==> src/rtl/core/iedd_pkg.sv <==
// Shared constants, types and command/status structs of the insert/delete edit distance block.
package iedd_pkg;

  localparam int MAX_LEN = 64;
  localparam int SYM_W   = 8;
  localparam int DIST_W  = 8;
  localparam int LEN_W   = $clog2(MAX_LEN + 1);
  localparam int IDX_W   = (MAX_LEN > 1) ? $clog2(MAX_LEN) : 1;
  localparam int COST_W  = $clog2(2 * MAX_LEN + 1);

  typedef logic [1:0] kind_t;
  localparam kind_t KIND_FIRST   = 2'd0;
  localparam kind_t KIND_SECOND  = 2'd1;
  localparam kind_t KIND_COMPUTE = 2'd2;
  localparam kind_t KIND_NONE    = 2'd3;

  typedef enum logic [2:0] {
    S_IDLE,
    S_INIT,
    S_ROW,
    S_CELL,
    S_DONE
  } state_t;

  typedef struct packed {
    logic load;       // input transfer of an append item
    logic start;      // input transfer of a compute item
    logic init_step;  // write one entry of the starting cost row
    logic row_start;  // begin a row: fetch first-string symbol, prime reads
    logic cell_step;  // evaluate one cell and write it back
    logic finish;     // move the result into the output register, clear strings
  } dp_cmd_t;

  typedef struct packed {
    logic any_empty;  // one of the strings is empty
    logic j_at_n;     // column counter on the last column
    logic i_at_m;     // row counter on the last row
    logic out_free;   // output register can take a result this cycle
  } dp_status_t;

  // Clamp a cost to the width of the distance field.
  function automatic logic [DIST_W-1:0] sat_dist(input logic [COST_W-1:0] c);
    logic [31:0] wide;
    wide = 32'(c);
    if (wide > 32'(2 ** DIST_W - 1)) begin
      return {DIST_W{1'b1}};
    end
    return wide[DIST_W-1:0];
  endfunction

endpackage

==> src/rtl/core/iedd_ctrl.sv <==
// Sequencer for loading, row initialisation, the cell sweep and result hand-off.
module iedd_ctrl (
  input  logic                 clk,
  input  logic                 rst_n,
  input  logic                 in_tvalid,
  input  iedd_pkg::kind_t      in_kind,
  output logic                 in_tready,
  input  iedd_pkg::dp_status_t status,
  output iedd_pkg::dp_cmd_t    cmd
);
  import iedd_pkg::*;

  state_t state_r, state_nxt;
  logic   xfer;

  assign in_tready = (state_r == S_IDLE);
  assign xfer      = in_tvalid && in_tready;

  always_ff @(posedge clk) begin
    if (!rst_n) begin
      state_r <= S_IDLE;
    end else begin
      state_r <= state_nxt;
    end
  end

  always_comb begin
    state_nxt = state_r;
    unique case (state_r)
      S_IDLE: begin
        if (xfer && in_kind == KIND_COMPUTE) begin
          state_nxt = status.any_empty ? S_DONE : S_INIT;
        end
      end
      S_INIT: begin
        if (status.j_at_n) begin
          state_nxt = S_ROW;
        end
      end
      S_ROW:  state_nxt = S_CELL;
      S_CELL: begin
        if (status.j_at_n) begin
          state_nxt = status.i_at_m ? S_DONE : S_ROW;
        end
      end
      S_DONE: begin
        if (status.out_free) begin
          state_nxt = S_IDLE;
        end
      end
      default: state_nxt = S_IDLE;
    endcase
  end

  always_comb begin
    cmd = '0;
    unique case (state_r)
      S_IDLE: begin
        cmd.load  = xfer && (in_kind == KIND_FIRST || in_kind == KIND_SECOND);
        cmd.start = xfer && (in_kind == KIND_COMPUTE);
      end
      S_INIT:  cmd.init_step = 1'b1;
      S_ROW:   cmd.row_start = 1'b1;
      S_CELL:  cmd.cell_step = 1'b1;
      S_DONE:  cmd.finish    = status.out_free;
      default: cmd = '0;
    endcase
  end

endmodule

==> src/rtl/core/iedd_datapath.sv <==
// String stores, cost-row memory, cell arithmetic and the output register.
module iedd_datapath (
  input  logic                          clk,
  input  logic                          rst_n,
  input  iedd_pkg::kind_t               in_kind,
  input  logic [iedd_pkg::SYM_W-1:0]    in_symbol,
  input  iedd_pkg::dp_cmd_t             cmd,
  output iedd_pkg::dp_status_t          status,
  output logic                          out_tvalid,
  input  logic                          out_tready,
  output logic [iedd_pkg::DIST_W-1:0]   out_distance,
  output logic                          out_overflow
);
  import iedd_pkg::*;

  logic [SYM_W-1:0]  s1_mem [MAX_LEN];
  logic [SYM_W-1:0]  s2_mem [MAX_LEN];
  logic [COST_W-1:0] cost_mem [MAX_LEN];

  logic [LEN_W-1:0]  m_r, n_r, i_r, j_r;
  logic              ovf_r;
  logic [SYM_W-1:0]  a_r, s2_rd_r;
  logic [COST_W-1:0] up_rd_r, left_r, diag_r;
  logic              out_valid_r, out_ovf_r;
  logic [DIST_W-1:0] out_dist_r;

  logic              m_full, n_full;
  logic [IDX_W-1:0]  rd_idx, wr_idx;
  logic [COST_W-1:0] best, min_ul, wr_cost, result;

  assign m_full = (m_r == LEN_W'(MAX_LEN));
  assign n_full = (n_r == LEN_W'(MAX_LEN));

  assign status.any_empty = (m_r == '0) || (n_r == '0);
  assign status.j_at_n    = (j_r == n_r);
  assign status.i_at_m    = (i_r == m_r);
  assign status.out_free  = !out_valid_r || out_tready;

  // Row start primes column 1; each cell step prefetches the next column.
  assign rd_idx = cmd.row_start ? '0 : j_r[IDX_W-1:0];
  assign wr_idx = IDX_W'(j_r - LEN_W'(1));

  always_comb begin
    min_ul = (up_rd_r < left_r) ? up_rd_r : left_r;
    best   = min_ul + COST_W'(1);
    if (a_r == s2_rd_r && diag_r < best) begin
      best = diag_r;
    end
  end

  assign wr_cost = cmd.cell_step ? best : COST_W'(j_r);

  always_comb begin
    if (m_r == '0) begin
      result = COST_W'(n_r);
    end else if (n_r == '0) begin
      result = COST_W'(m_r);
    end else begin
      result = left_r;
    end
  end

  // Memories
  always_ff @(posedge clk) begin
    if (cmd.load && in_kind == KIND_FIRST && !m_full) begin
      s1_mem[m_r[IDX_W-1:0]] <= in_symbol;
    end
    if (cmd.load && in_kind == KIND_SECOND && !n_full) begin
      s2_mem[n_r[IDX_W-1:0]] <= in_symbol;
    end
    if (cmd.init_step || cmd.cell_step) begin
      cost_mem[wr_idx] <= wr_cost;
    end
    up_rd_r <= cost_mem[rd_idx];
    s2_rd_r <= s2_mem[rd_idx];
    if (cmd.row_start) begin
      a_r <= s1_mem[IDX_W'(i_r - LEN_W'(1))];
    end
  end

  // Cell registers
  always_ff @(posedge clk) begin
    if (cmd.row_start) begin
      diag_r <= COST_W'(i_r - LEN_W'(1));
      left_r <= COST_W'(i_r);
    end else if (cmd.cell_step) begin
      diag_r <= up_rd_r;
      left_r <= best;
    end
  end

  // Lengths, counters and sticky overflow
  always_ff @(posedge clk) begin
    if (!rst_n) begin
      m_r   <= '0;
      n_r   <= '0;
      ovf_r <= 1'b0;
      i_r   <= '0;
      j_r   <= '0;
    end else begin
      if (cmd.load) begin
        if (in_kind == KIND_FIRST) begin
          if (m_full) ovf_r <= 1'b1;
          else        m_r   <= m_r + LEN_W'(1);
        end else begin
          if (n_full) ovf_r <= 1'b1;
          else        n_r   <= n_r + LEN_W'(1);
        end
      end
      if (cmd.start) begin
        i_r <= LEN_W'(1);
        j_r <= LEN_W'(1);
      end else if (cmd.init_step) begin
        j_r <= status.j_at_n ? LEN_W'(1) : j_r + LEN_W'(1);
      end else if (cmd.row_start) begin
        j_r <= LEN_W'(1);
      end else if (cmd.cell_step) begin
        j_r <= j_r + LEN_W'(1);
        if (status.j_at_n && !status.i_at_m) begin
          i_r <= i_r + LEN_W'(1);
        end
      end
      if (cmd.finish) begin
        m_r   <= '0;
        n_r   <= '0;
        ovf_r <= 1'b0;
      end
    end
  end

  // Output register
  always_ff @(posedge clk) begin
    if (!rst_n) begin
      out_valid_r <= 1'b0;
    end else if (cmd.finish) begin
      out_valid_r <= 1'b1;
    end else if (out_tready) begin
      out_valid_r <= 1'b0;
    end
  end

  always_ff @(posedge clk) begin
    if (cmd.finish) begin
      out_dist_r <= sat_dist(result);
      out_ovf_r  <= ovf_r;
    end
  end

  assign out_tvalid   = out_valid_r;
  assign out_distance = out_dist_r;
  assign out_overflow = out_ovf_r;

endmodule

==> src/rtl/core/indel_edit_distance.sv <==
// Top level of the insert/delete edit distance engine.
//
// Append items (tuser 0 or 1) store one byte into the first or second string; up to
// 64 symbols per string are kept, further ones are dropped and flagged.
// A compute item (tuser 2) runs a cost-row sweep over one memory with a read and a
// write port: the cost row is seeded entry by entry for the n symbols of the second
// string, then each of the m rows takes a row fetch plus one cell per cycle, and then
// the result is loaded into the output register once it is free; an empty string
// skips the sweep. Throughput is set by the one cost-row memory port pair, which
// evaluates one cell per cycle. Input is taken only between computations; a finished
// result sits in the output register until taken, while loading of the next strings
// goes ahead. tuser 3 is ignored.
module indel_edit_distance (
  input  logic                         clk,
  input  logic                         rst_n,
  input  logic                         in_tvalid,
  output logic                         in_tready,
  input  logic [7:0]                   in_tdata,   // [7:0] symbol
  input  logic [1:0]                   in_tuser,   // [1:0] kind
  output logic                         out_tvalid,
  input  logic                         out_tready,
  output logic [7:0]                   out_tdata,  // [7:0] distance
  output logic                         out_tuser   // [0] overflow
);
  import iedd_pkg::*;

  dp_cmd_t    cmd;
  dp_status_t status;

  iedd_ctrl u_ctrl (
    .clk       (clk),
    .rst_n     (rst_n),
    .in_tvalid (in_tvalid),
    .in_kind   (kind_t'(in_tuser)),
    .in_tready (in_tready),
    .status    (status),
    .cmd       (cmd)
  );

  iedd_datapath u_dp (
    .clk          (clk),
    .rst_n        (rst_n),
    .in_kind      (kind_t'(in_tuser)),
    .in_symbol    (in_tdata),
    .cmd          (cmd),
    .status       (status),
    .out_tvalid   (out_tvalid),
    .out_tready   (out_tready),
    .out_distance (out_tdata),
    .out_overflow (out_tuser)
  );

endmodule

==> config.mk <==
export PLATFORM = sky130hd
export DESIGN_NAME = indel_edit_distance
export DESIGN_NICKNAME = d
export VERILOG_FILES = /design/src/rtl/core/iedd_pkg.sv /design/src/rtl/core/iedd_ctrl.sv /design/src/rtl/core/iedd_datapath.sv /design/src/rtl/core/indel_edit_distance.sv
export SDC_FILE = /design/constraint.sdc
export NUM_CORES = 2
export LEC_CHECK = 0
export BUFFER_PORTS_ARGS = -buffer_cell sky130_fd_sc_hd__buf_2
export CAP_MARGIN = 20
export CORE_ASPECT_RATIO = 1.75
export CORE_MARGIN = 4
export CORE_UTILIZATION = 45
export CTS_BUF_LIST = sky130_fd_sc_hd__clkbuf_4
export CTS_CLUSTER_SIZE = 24
export DETAILED_ROUTE_END_ITERATION = 10
export GPL_ROUTABILITY_DRIVEN = 1
export GPL_TIMING_DRIVEN = 1
export PLACE_DENSITY = 0.56
export REMOVE_ABC_BUFFERS = 1
export SLEW_MARGIN = 20
export SYNTH_ARGS = -nofsm -noshare
export SYNTH_HDL_FRONTEND = slang
export SYNTH_HIERARCHICAL = 1
export SYNTH_SLANG_ARGS = --single-unit
==> constraint.sdc <==
create_clock -name clk -period 20 [get_ports clk]
set_input_delay 4 -clock clk [delete_from_list [all_inputs] [get_ports clk]]
set_output_delay 4 -clock clk [all_outputs]
set_load 0.1 [all_outputs]
After elaboration in Yosys (flattened, before gate mapping)
Memory sizes are Yosys's and may differ from the RTL's. A register that Yosys moved wholly into a read port is not among the register bits. Index checks and enable logic that the tools add are counted.

Register bits: 58. Bits in writable memories: 1536. Input bits: 14. Output and inout port bits: 11. Word-level logic and storage cells: 132. Memories: 3.

Memory list: u_dp.cost_mem (depth 64, bits a word 8, rd ports 1, clocked after Yosys merged registers in 1, write ports 1, RTL line iedd_datapath.sv:18) `logic [COST_W-1:0] cost_mem [MAX_LEN];`; u_dp.s1_mem (depth 64, bits a word 8, rd ports 1, clocked after Yosys merged registers in 1, write ports 1, RTL line iedd_datapath.sv:16) `logic [SYM_W-1:0] s1_mem [MAX_LEN];`; u_dp.s2_mem (depth 64, bits a word 8, rd ports 1, clocked after Yosys merged registers in 1, write ports 1, RTL line iedd_datapath.sv:17) `logic [SYM_W-1:0] s2_mem [MAX_LEN];`.

Add/sub/neg operators: 8. Order comparisons: 2. Equal/unequal tests: 18. Muxes and demuxes: 43. Bitwise logic cells: 6. Reductions and logical operators: 37.

Operator list (number): 2-to-1 mux 7 bit (8); 2-to-1 mux 8 bit (5); adder 7 x 1 -> 7 bit (second input constant) (4); 2-to-1 mux 1 bit (21); 2-to-1 mux 3 bit (6); less-than comparator 8 bit (2); one-hot mux 3 bit (5 select lines) (1); == test 7 bit (2); == test 7 bit (second input constant) (2); zero test 7 bit (2); AND reduction 4 bit (3); subtractor 6 x 1 -> 6 bit (second input constant) (2); nonzero test 2 bit (5); logical AND 1 bit (9); AND reduction 3 bit (3); adder 8 x 1 -> 8 bit (second input constant) (1); == test 8 bit (1); inequality test 2 x 1 -> 1 bit (second input constant) (4); subtractor 7 x 1 -> 8 bit (second input constant) (1); == test 3 x 2 -> 1 bit (second input constant) (2); 2-to-1 mux 6 bit (1); inequality test 2 bit (second input constant) (3); NOT 1 bit (6); OR reduction 2 bit (3); other kinds (11) (17).

Depth between registers and ports, before layout
Depth after elaboration: 8. Mapped depth: 21. Mapped depth without buffers: 20.

Cells and area by module
The synthesis kept the hierarchy.

By module, submodules not included: iedd_datapath (times used 1, cells each 3599, area an instance 64554.4 um^2, seq. area each 48026.1 um^2); iedd_ctrl (times used 1, cells each 27, area an instance 235.2 um^2, seq. area each 60.1 um^2).

Least setup slack after synthesis
No wires, ideal clock.

Path type: reg-to-reg. Start point: reg u_dp.left_r[2]. End point: mem u_dp/cost_mem[0][2] (netlist bit), data pin. Arrival time: 6.034 ns. Slack: 13.247 ns. Cell stages (with the launch flop): 21. Period minus slack after synthesis: 6.753 ns. Cells stage by stage: edfxtp_1 -> inv_1 -> ha_1 -> a211oi_1 -> o21ai_0 -> a21oi_2 -> mux2i_1 -> inv_1 -> ha_1 -> nand3_1 -> nor2_1 -> xnor2_1 -> mux2i_1 -> inv_1 -> ha_1 -> nand4_1 -> a21oi_1 -> and2_1 -> o211a_1 -> nor2_2 -> o31ai_1.

Cells in the longest elaborated chain, start to end: 7.

Ends and longest elaborated chain: start: declaration (RTL line iedd_datapath.sv:23) `logic [COST_W-1:0] up_rd_r, left_r, diag_r;`; start signal: assignment (RTL line iedd_datapath.sv:85) `left_r <= COST_W'(i_r);`; start signal: assignment (RTL line iedd_datapath.sv:88) `left_r <= best;`; less-than comparator 8 bit (RTL line iedd_datapath.sv:44) `min_ul = (up_rd_r < left_r) ? up_rd_r : left_r;`; 2-to-1 mux 8 bit * (RTL line iedd_datapath.sv:44); adder 8 x 1 -> 8 bit * (RTL line iedd_datapath.sv:45) `best = min_ul + COST_W'(1);`; less-than comparator 8 bit (RTL line iedd_datapath.sv:46) `if (a_r == s2_rd_r && diag_r < best) begin`; logical AND 1 bit (RTL line iedd_datapath.sv:46); 2-to-1 mux 8 bit * (RTL line iedd_datapath.sv:46); 2-to-1 mux 8 bit * (RTL line iedd_datapath.sv:51) `assign wr_cost = cmd.cell_step ? best : COST_W'(j_r);`; named net u_dp.wr_cost[2] (RTL line iedd_datapath.sv:29) `logic [COST_W-1:0] best, min_ul, wr_cost, result;`; end: declaration (RTL line iedd_datapath.sv:18).

Mark *: on every way through the listed nets, which the timed path passes. The rest lies on a longest branch.

Worst setup path in the final report
Start point: reg u_ctrl.state_r[0]. End point: out in_tready.

Cells in the longest elaborated chain, start to end: 1.

Ends and longest elaborated chain: start: declaration (RTL line iedd_ctrl.sv:13) `state_t state_r, state_nxt;`; start signal: assignment (RTL line iedd_ctrl.sv:23) `state_r <= state_nxt;`; zero test 3 bit (RTL line iedd_ctrl.sv:16) `assign in_tready = (state_r == S_IDLE);`; end: declaration (RTL line indel_edit_distance.sv:17) `output logic in_tready,`.

No other way between the ends.

==> run_results.csv <==
group,metric,value,unit
pwr,seq_power_share,56.9,%
detailed_routing,first_pass_iters,5,
setup_path,critPathCaptureType,"primary output",
grt,grt_max_degree,150,
pwr,p_switching,1.42,mW
cts,htree_levels,5,
pwr,power_leakage,22.4,nW
cts,clockBufferDepth,4,
timing,fin_worst_skew,0.0972,ns
grt,grt_pass1_wl,253000,um
layout,finalCoreUtilization,49.9,%
detailed_routing,final_antenna_net_count,0,
floorplanning,num_rows,184,
setup_path,start_kind,"flop",
floorplanning,ios,25,
timing,finalSetupViolations,0,
timing,post-route-min-period,6.63,ns
setup_path,worst_ep_arrival_time,2.63,ns
setup_path,path_max_fanout,11,
place,dp_slack,12.14,ns
grt,antenna_found_initial,5,
synth,synth_edf_count,1568,
detailed_routing,vias,35200,
grt,grtUsageTotal,23.5,%
synth,netlist_area,64800,um2
setup_path,path_class,"flop to primary output",
place,hpwl,112000,um
grt,grt_use_met3,4.52,%
grt,gr-usage-met2,44.1,%
floorplanning,coreArea,143000,um2
setup_path,slowest_delay,0.50,ns
layout,syn2layout_area_growth,10.6,%
layout,fill_cells,12000,
pwr,peakVddDrop,86.3,uV
setup_path,crit_chain,"nor3_2, buf_2",
cts,clock_sinks,1618,
synth,synth_ff_type,"edfxtp_1",
timing,fmax,0.151,GHz
timing,finalHoldViolCount,0,
cts,post_cts_resize_count,0,
run,cap_violations,0,
cts,clk_latency,1.34,ns
synth,ys_types,73,
detailed_routing,drtIter0Drc,2772,
detailed_routing,drc,0,
grt,grt.met1_usage,24.7,%
setup_path,cpMaxStageDelayCell,"buf_2",
synth,synthArstFlopShare,0,%
cts,hold_buffers,0,
setup_path,regToRegSetupSlack,13.84,ns
detailed_routing,viasPerCell,5.85,
layout,final_cell_mix,"edfxtp_1, clkbuf_4, nor2_1",
grt,top_usage_layer,"met2",
setup_path,r2r_cells,22,
synth,synth-seq-cells,1618,
min_path,hold_class,"flop to flop",
layout,nNetsFinal,3906,
grt,grt_pass1_vias,36700,
pwr,intPower,5.10,mW
pwr,pwr-share-comb,3.5,%
setup_path,worst-path-buf-inv,1,
grt,globalRouteOverflowTotal,0,
timing,fin_ws,13.37,ns
floorplanning,initial_core_util,45.2,%
layout,layout_commonest_cell,"edfxtp_1",
synth,ys_seq_area_share,74.2,%
cts,cts_buffers,378,
setup_path,endpoint,"in_tready",
timing,final.period_utilization,33.2,%
floorplanning,design.die.area,150000,um2
detailed_routing,drt-wirelength-per-cell,29.3,um
setup_path,cp_top_family,"buffers and inverters",
timing,finalSetupTns,0,ns
setup_path,cp_num_cells,2,
timing,slew_violations,0,
cts,cts_setup_buffers,0,
floorplanning,chipHeight,510,um
status,status,"completed",
floorplanning,die_w,295,um
synth,synthCells,3626,
timing,tightest_slew,1.29,ns
pwr,power_density,91.0,nW/um2
cts,tritoncts,"done",
setup_path,cp.required,16.00,ns
place,routabilityCongestion,0.858,
place,port_buffers,24,
setup_path,r2r-start,"u_dp/left_r[2]",
setup_path,reg2reg_to,"u_dp/cost_mem[28][1]",
pwr,sw_frac_of_total,21.8,%
setup_path,crit_path_start,"u_ctrl/state_r[0]",
synth,ys_warn_count,6,
timing,grt_setup_unrepaired,"no",
cts,cts.clk_slew.worst_paths,0.08,ns
layout,drive_above_1_share,25.7,%
cts,cts-root-buf,"clkbuf_4",
detailed_routing,routed_wl,176000,um
pwr,pwr-share-clk,39.6,%
timing,slew_headroom,12.9,%
synth,syn_avg_cell_area,17.9,um2
## worst min-delay path by stage
| stage | start | end | slack (ns) | depth (start not counted) |
|---|---|---|---|---|
| 3_5_place_dp | u_dp/ovf_r | u_dp/out_overflow | 0.43 | 0 |
| 5_1_grt | u_dp/ovf_r | u_dp/out_overflow | 0.47 | 0 |
| 4_1_cts | u_dp/ovf_r | u_dp/out_overflow | 0.45 | 0 |
| 2_1_floorplan | u_dp/ovf_r | u_dp/out_overflow | 0.41 | 0 |
| 3_3_place_gp | u_dp/ovf_r | u_dp/out_overflow | 0.42 | 0 |
| 6_report | u_dp/ovf_r | u_dp/out_overflow | 0.45 | 0 |
## layout make-up
cell class / count / area, um2 / area share (%)
sequential: 1618 / 48100 / 67.1
multi-input combinational: 1747 / 15800 / 22.0
clock buffer: 522 / 3920 / 5.47
tap: 1860 / 2330 / 3.25
clock inverter: 123 / 722 / 1.01
timing repair buffer: 86 / 618 / 0.863
inverter: 38 / 144 / 0.201
antenna: 11 / 27.5 / 0.0384
## power by group through the flow
stage | registers, mW | logic (mW) | clock network [mW]
final | 3.71 | 0.226 | 2.58
after global routing | 3.71 | 0.237 | 2.85
after CTS | 3.71 | 0.231 | 2.67
after detailed placement | 3.78 | 0.230 | 0
after global placement | 3.78 | 0.228 | 0
after floorplan | 3.80 | 0.128 | 0
## state kept, by name, summed over array words and instances, names as in the netlist, 8 cells and up
name	count
u_dp/left_r	8
u_dp/cost_mem	512
u_dp/s2_mem	512
u_dp/out_distance	8
u_dp/a_r	8
u_dp/s1_mem	512
u_dp/up_rd_r	8
u_dp/diag_r	8
u_dp/s2_rd_r	8
## synthesized netlist by cell type, types with 18 or more instances
cell type / number / area (um2)
a21oi_1: 115 / 576
nand4_1: 19 / 119
o32ai_1: 64 / 561
inv_1: 35 / 131
xor2_1: 21 / 184
mux2i_1: 49 / 490
o31ai_1: 19 / 143
a22o_1: 19 / 166
nand3_1: 38 / 190
and3_1: 19 / 119
a211oi_1: 18 / 135
nand2_1: 100 / 375
xnor2_1: 35 / 307
mux2_2: 95 / 1070
a221oi_1: 34 / 298
dfxtp_1: 50 / 1000
nor4_1: 19 / 119
nor2_1: 321 / 1200
a22oi_1: 18 / 135
o22ai_1: 47 / 294
clkbuf_1: 127 / 477
o21ai_0: 178 / 891
edfxtp_1: 1568 / 47100
mux4_2: 286 / 6440
nor3_1: 59 / 295
o21a_1: 33 / 248
buf_2: 66 / 330
ha_1: 23 / 288
## cells by family (layout without fill, tap and decap cells)
group	Yosys count	count (layout)	synth area share, %
XOR/XNOR	56	56	0.757
multiplexers	431	431	12.4
AO/OA/AOI/OAI	587	587	5.85
AND/OR/NAND/NOR	650	650	4.59
adder cells (fa/ha/maj)	23	23	0.444
flip-flops	1618	1618	74.2
other	0	11	0
buffers and inverters	261	769	1.76
## worst register-to-register path, cell delays in order (launching register included)
cell and delay [ns]:
edfxtp_1 0.50, inv_1 0.08, ha_1 0.29, a211oi_1 0.19
o21ai_0 0.20, a21oi_2 0.47, mux2i_1 0.28, inv_1 0.06
ha_1 0.28, nand3_1 0.16, nor2_1 0.07, xnor2_1 0.13
mux2i_1 0.19, inv_1 0.07, ha_1 0.28, nand4_1 0.15
a21oi_1 0.08, nor2b_1 0.18, nor3_1 0.81, buf_4 0.29
nand3_1 0.18, a31oi_4 0.25, buf_4 0.60
## per-layer routing
| layer | vias to the layer above | part of all wire, % |
|---|---|---|
| met5 | - | 0 |
| met4 | 0 | 5.7 |
| met3 | 368 | 4.9 |
| met2 | 1213 | 56 |
| met1 | 18100 | 34 |
| li1 | 15400 | - |
## per-stage QoR
step	cell area [um2]	std cells	hold slack (ns)	power, mW
6_report	71600	6005	0.446	6.51
5_1_grt	71600	6004	0.471	6.80
3_3_place_gp	66900	5348	0.418	4.01
3_5_place_dp	67000	5349	0.426	4.01
2_1_floorplan	63800	3403	0.409	3.92
4_1_cts	71600	5994	0.447	6.60
(Power assumes the default switching activity.)
